==> src/rtl/core/gmsbf_pkg.sv <==
`timescale 1ns / 1ps
`default_nettype none
package gmsbf_pkg;
  localparam int GRID_MAX = 64;
  localparam int MAX_CAND = 10;
  localparam int STEP_LIMIT = 110;
  localparam int CELLS = GRID_MAX * GRID_MAX;
  localparam int AW = $clog2(CELLS);
  localparam int PW = AW + 1;
  localparam int CW = $clog2(GRID_MAX);
  localparam int SW = 7;
  localparam int KW = $clog2(MAX_CAND + 1);
  localparam int MW = MAX_CAND + 1;
  localparam int TW = 7;
  localparam int PKW = 4;

  localparam logic [1:0] KIND_EMPTY = 2'd0;
  localparam logic [1:0] KIND_WALL = 2'd1;
  localparam logic [1:0] KIND_CAND = 2'd2;
  localparam logic [1:0] KIND_OTHER = 2'd3;

  localparam logic REG_GRID_SIZE = 1'b0;
  localparam logic REG_PICK = 1'b1;

  typedef struct packed {
    logic [1:0] cell_kind;
    logic last_cell;
  } in_item_t;

  typedef struct packed {
    logic [TW-1:0] fill_time;
    logic unreachable;
  } out_item_t;

  typedef enum logic [3:0] {
    ST_IDLE, ST_INIT, ST_MASK, ST_CLR, ST_CLRD, ST_SEED, ST_DIV, ST_SEEDW,
    ST_LEVEL, ST_POP, ST_POPW, ST_NB, ST_NBI, ST_NBR, ST_DONE
  } state_t;

  typedef struct packed {
    logic load;
    logic srch_init;
    logic mask_next;
    logic clr_start;
    logic clr_step;
    logic seed_next;
    logic div_start;
    logic div_step;
    logic seed_write;
    logic level_start;
    logic eval_ok;
    logic eval_fail;
    logic pop_read;
    logic pop_latch;
    logic nb_calc;
    logic nb_next;
    logic nb_write;
    logic swap;
    logic done;
  } cmd_t;

  typedef struct packed {
    logic mask_end;
    logic mask_ok;
    logic clr_last;
    logic seed_end;
    logic seed_skip;
    logic div_done;
    logic t_limit;
    logic rem_zero;
    logic q_empty;
    logic head_end;
    logic nb_valid;
    logic d_last;
  } stat_t;

  function automatic logic [KW-1:0] popcnt(input logic [MAX_CAND-1:0] v);
    logic [KW-1:0] c;
    c = '0;
    for (int i = 0; i < MAX_CAND; i++) begin
      c = c + KW'(v[i]);
    end
    return c;
  endfunction
endpackage
`default_nettype wire

==> src/rtl/core/gmsbf_ctrl.sv <==
`timescale 1ns / 1ps
`default_nettype none
module gmsbf_ctrl
  import gmsbf_pkg::*;
(
  input  wire logic  clk,
  input  wire logic  rst_n,
  input  wire logic  start,
  input  wire logic  in_last,
  input  wire stat_t stat,
  output logic       busy,
  output cmd_t       cmd
);
  state_t state_r, state_nxt;

  always_ff @(posedge clk) begin
    if (!rst_n) begin
      state_r <= ST_IDLE;
    end else begin
      state_r <= state_nxt;
    end
  end

  always_comb begin
    state_nxt = state_r;
    case (state_r)
      ST_IDLE: if (start && in_last) state_nxt = ST_INIT;
      ST_INIT: state_nxt = ST_MASK;
      ST_MASK: begin
        if (stat.mask_end) state_nxt = ST_DONE;
        else if (stat.mask_ok) state_nxt = ST_CLR;
      end
      ST_CLR: if (stat.clr_last) state_nxt = ST_CLRD;
      ST_CLRD: state_nxt = ST_SEED;
      ST_SEED: begin
        if (stat.seed_end) state_nxt = ST_LEVEL;
        else if (!stat.seed_skip) state_nxt = ST_DIV;
      end
      ST_DIV: if (stat.div_done) state_nxt = ST_SEEDW;
      ST_SEEDW: state_nxt = ST_SEED;
      ST_LEVEL: begin
        if (stat.t_limit || stat.rem_zero || stat.q_empty) state_nxt = ST_MASK;
        else state_nxt = ST_POP;
      end
      ST_POP: begin
        if (stat.head_end) state_nxt = ST_LEVEL;
        else state_nxt = ST_POPW;
      end
      ST_POPW: state_nxt = ST_NB;
      ST_NB: begin
        if (stat.nb_valid) state_nxt = ST_NBI;
        else if (stat.d_last) state_nxt = ST_POP;
      end
      ST_NBI: state_nxt = ST_NBR;
      ST_NBR: begin
        if (stat.d_last) state_nxt = ST_POP;
        else state_nxt = ST_NB;
      end
      ST_DONE: state_nxt = ST_IDLE;
      default: state_nxt = ST_IDLE;
    endcase
  end

  always_comb begin
    cmd = '0;
    busy = (state_r != ST_IDLE);
    case (state_r)
      ST_IDLE: cmd.load = start;
      ST_INIT: cmd.srch_init = 1'b1;
      ST_MASK: begin
        if (!stat.mask_end) begin
          if (stat.mask_ok) cmd.clr_start = 1'b1;
          else cmd.mask_next = 1'b1;
        end
      end
      ST_CLR: cmd.clr_step = 1'b1;
      ST_SEED: begin
        if (!stat.seed_end) begin
          if (stat.seed_skip) cmd.seed_next = 1'b1;
          else cmd.div_start = 1'b1;
        end
      end
      ST_DIV: cmd.div_step = !stat.div_done;
      ST_SEEDW: cmd.seed_write = 1'b1;
      ST_LEVEL: begin
        if (stat.t_limit) cmd.eval_fail = 1'b1;
        else if (stat.rem_zero) cmd.eval_ok = 1'b1;
        else if (stat.q_empty) cmd.eval_fail = 1'b1;
        else cmd.level_start = 1'b1;
      end
      ST_POP: begin
        if (stat.head_end) cmd.swap = 1'b1;
        else cmd.pop_read = 1'b1;
      end
      ST_POPW: cmd.pop_latch = 1'b1;
      ST_NB: begin
        if (stat.nb_valid) cmd.nb_calc = 1'b1;
        else cmd.nb_next = 1'b1;
      end
      ST_NBR: begin
        cmd.nb_write = 1'b1;
        cmd.nb_next = 1'b1;
      end
      ST_DONE: cmd.done = 1'b1;
      default: cmd = '0;
    endcase
  end
endmodule
`default_nettype wire

==> config.mk <==
export PLATFORM = sky130hd
export DESIGN_NAME = gmsbf_ctrl
export DESIGN_NICKNAME = d
export VERILOG_FILES = /design/src/rtl/core/gmsbf_pkg.sv /design/src/rtl/core/gmsbf_ctrl.sv
export SDC_FILE = /design/constraint.sdc
export NUM_CORES = 1
export LEC_CHECK = 0
export BUFFER_PORTS_ARGS = -buffer_cell sky130_fd_sc_hd__buf_4
export CORE_MARGIN = 3
export CORE_UTILIZATION = 35
export CTS_CLUSTER_DIAMETER = 100
export CTS_CLUSTER_SIZE = 20
export DETAILED_ROUTE_END_ITERATION = 8
export GPL_TIMING_DRIVEN = 0
export PLACE_DENSITY = 0.66
export SKIP_CTS_REPAIR_TIMING = 1
export SYNTH_ARGS = -nofsm -noshare
export SYNTH_HDL_FRONTEND = slang
export SYNTH_SLANG_ARGS = --single-unit
==> constraint.sdc <==
create_clock -name clk -period 2.1 [get_ports clk]
set_clock_uncertainty 0.2 [all_clocks]
set_input_delay 0.105 -clock clk [delete_from_list [all_inputs] [get_ports clk]]
set_output_delay 0.105 -clock clk [all_outputs]
set_load 0.1 [all_outputs]
==> key figures <==
Route
  • Vias: 841
  • Routed Antenna Nets: 0
  • Vias per inst: 5.57
  • Residual DRC: 0
  • Drt wl/cell: around 14 um
  • Drt pass-1 iters: 4
  • DRT iter0 DRCs: 20
  • Final WL: 2.19 mm

Timing
  • Period utilization: 96.4%
  • Fin Setup TNS: 0 ns
  • Crit path time final: 2.02 ns
  • Final hold violation count: 0
  • Slew Viols, Final: 0
  • Final WS setup: 0.0760 ns
  • Max frequency: 0.494 GHz
  • # setup viols final: 0
  • Relative slew slack: 67.2%
  • Worst slew pin tran: approximately 0.49 ns
  • RSZ-0062 raised after global routing: no

Floorplanning
  • Core region area: 0.00163 sq mm
  • I/O pins: 36
  • Die area: 0.00241 sq mm
  • Die Ht: 49.1 um
  • Die W: 49.1 um
  • FP Rows: 14
  • Initial core utilization: 39.9%

Critical path
  • Reg2reg setup slack: between 0.2 and 0.3 ns
  • Levels on crit path: 4
  • Crit-path leading delay family: simple AND/OR/NAND/NOR gates
  • Worst Path Buf+Inv: 2
  • Critical Path AT: 1.72 ns
  • Critical-path maximum fanout: 10
  • Worst R2R Path Depth: 4
  • Max stage delay on crit path: 0.61 ns
  • Startpoint types: register
  • CP Cell Sequence: buf_6 > or4b_4 > nor3_4 > buf_4
  • Crit Path Category: reg -> out
  • Required @ worst endpoint: around 1.8 ns
  • Endpoint type of the worst setup path: output pin
  • Slowest library cell on the worst path: or4b_4

Run
  • Maxcap violations: 0

Cells and area
  • Nets: 145
  • Largest register FFs: 4
  • Largest regs: state_r x4
  • Layout Utilization: 68.3%
  • Fill cell total of the finished layout: roughly 160
  • Ant. Diodes: 0
  • Layout cells sized above 1: 55.9%
  • Layout Cell Area excl Fill: 0.00111 sq mm
  • Reg with most FFs: state_r
  • Non-Filler Instances: 151
  • Area grow syn2layout: 71.3%

GRT
  • Number of global-route vias before repair: 746
  • Global Route Usage Sum: 19.2%
  • First-pass GRT wire length: 3.59 mm
  • Initial antenna violation count: 0
  • Pin count of the biggest net entering global routing: 11
  • GR Overflow Total: 0

Placement
  • Port Buffers: 35
  • Inst Count DP: 146
  • Placed Area: ~0.0011 sq mm
  • Routability cong.: 0.818
  • Detailed Place HPWL: 1.70 mm
  • DP Worst Slack: 0.300 ns

Logic synthesis
  • Syn Std Cell Area: 649 sq um
  • Post-synth top area cell: dfxtp_1
  • Avg Cell Area, Syn: between 7 and 8 sq um
  • Post-synth top area share: 12.3%
  • Post-Syn Instances: 87
  • Seq/Total Area, Yosys: 12.3%
  • Post-synth EDFFs: 0
  • Post-synth top flop: dfxtp_1
  • Flops & latches, synth: 4
  • Syn nets: about 100
  • Area contributors post-synth: dfxtp_1, nor2_1, buf_6
  • Post-synth ARST share: 0%
  • Ys Warns: 0
  • Synth unique cells: 42

Pwr
  • PD cells: 1270 mW/mm^2
  • Worst vdd rail ir drop: around 1.1 mV
  • Leakage: 0.471 nW

Clock tree
  • Clock tree sinks: 4
  • H-tree Lvls: 1
  • CTS Buf Count: 3
  • CTS Buffer Depth: 2
  • CTS root buf: clkbuf_4
  • Worst skew pair latency: 0.24 ns
  • CTS clk-pin slew, worst paths: 0.04 ns
  • TritonCTS clock tree: built

Run status
  • Outcome: complete, no violations

Hold path
  • Worst hold path class: in -> reg
  • Worst hold path cell count: 4
[metal layers]
layer / up-vias / wire length [um] / GRT usage, %
met5: - / 0 / 0
met4: 0 / 40 / 9.95
met3: 4 / 120 / 5.20
met2: 31 / 1010 / 27.5
met1: 399 / 1020 / 25.9
li1: 407 / - / -
[kinds of logic (layout without fill, tap and decap cells)]
family                 after synthesis  count (layout)  synth area share [%]
and+or+nand+nor                     44              44                  43.9
AOI/OAI and AO/OA                   23              23                  27.9
muxes                                2               2                  3.28
DFF                                  4               4                  12.3
buffers and inverters               14              54                  12.5
[cell usage after synthesis (2+ instances only)]
cell type and number:
nor2_1 11, o21ai_0 2, dfxtp_1 4, buf_2 2
nor2b_1 2, inv_1 7, buf_6 3, o32ai_1 2
nor4_1 4, a21oi_1 4, nand2b_4 2, nor3b_1 2
o31ai_1 3, nand2_1 8, nor3_1 3, a211oi_1 2
[layout make-up]
cell class / count / area, sq um / area share (%)
Buffer: 7 / 67.6 / 6.07
Timing Repair Buffer: 37 / 283 / 25.4
Inverter: 7 / 26.3 / 2.36
Multi-Input combinational cell: 69 / 603 / 54.2
Sequential cell: 4 / 80.1 / 7.20
Clock buffer: 3 / 22.5 / 2.02
Tap cell: 24 / 30.0 / 2.70
[stage by stage]
step,power [mW],hold WS [ns]
3_3_place_gp,1.30,0.181
5_1_grt,1.50,0.134
3_5_place_dp,1.31,0.184
6_report,1.42,0.116
2_1_floorplan,1.08,0.0393
4_1_cts,1.41,-0.0722
[power by group]
group	switching (mW)	internal (mW)	total, mW
sequential	0.0408	0.104	0.145
combinational	0.782	0.393	1.17
clock	0.0337	0.0640	0.0977
total	0.857	0.560	1.42
[cells in the final DEF (no fill, tap or decap), drive strengths merged, types with 2 or more instances in the layout]
cell	n
o32ai	2
nand2b	3
a2111oi	2
buf	41
nor2	11
nor4	4
o31ai	3
nor4b	2
nor3b	2
inv	7
nor2b	2
a21oi	4
clkbuf	4
o21ai	2
nor3	3
dlygate4sd3	2
nand2	8
a211oi	2
dfxtp	4
[tightest hold or removal path: cells and delay by family]
kind,cells,cell delay [ns]
AND/OR/NAND/NOR,1,0.13
buffers and inverters,1,0.08
AO/OA/AOI/OAI,2,0.19
[path summary, 6_finish.rpt]
check | from | endpoint
setup / recovery | state_r[0]$_SDFFE_PN0P_ | cmd[8]
hold / removal | stat[0] | state_r[2]$_SDFFE_PN0P_
setup reg to reg | state_r[3]$_SDFFE_PN0P_ | state_r[0]$_SDFFE_PN0P_
hold reg to reg | state_r[0]$_SDFFE_PN0P_ | state_r[0]$_SDFFE_PN0P_
No activity file was read; power rests on OpenSTA's default activity.
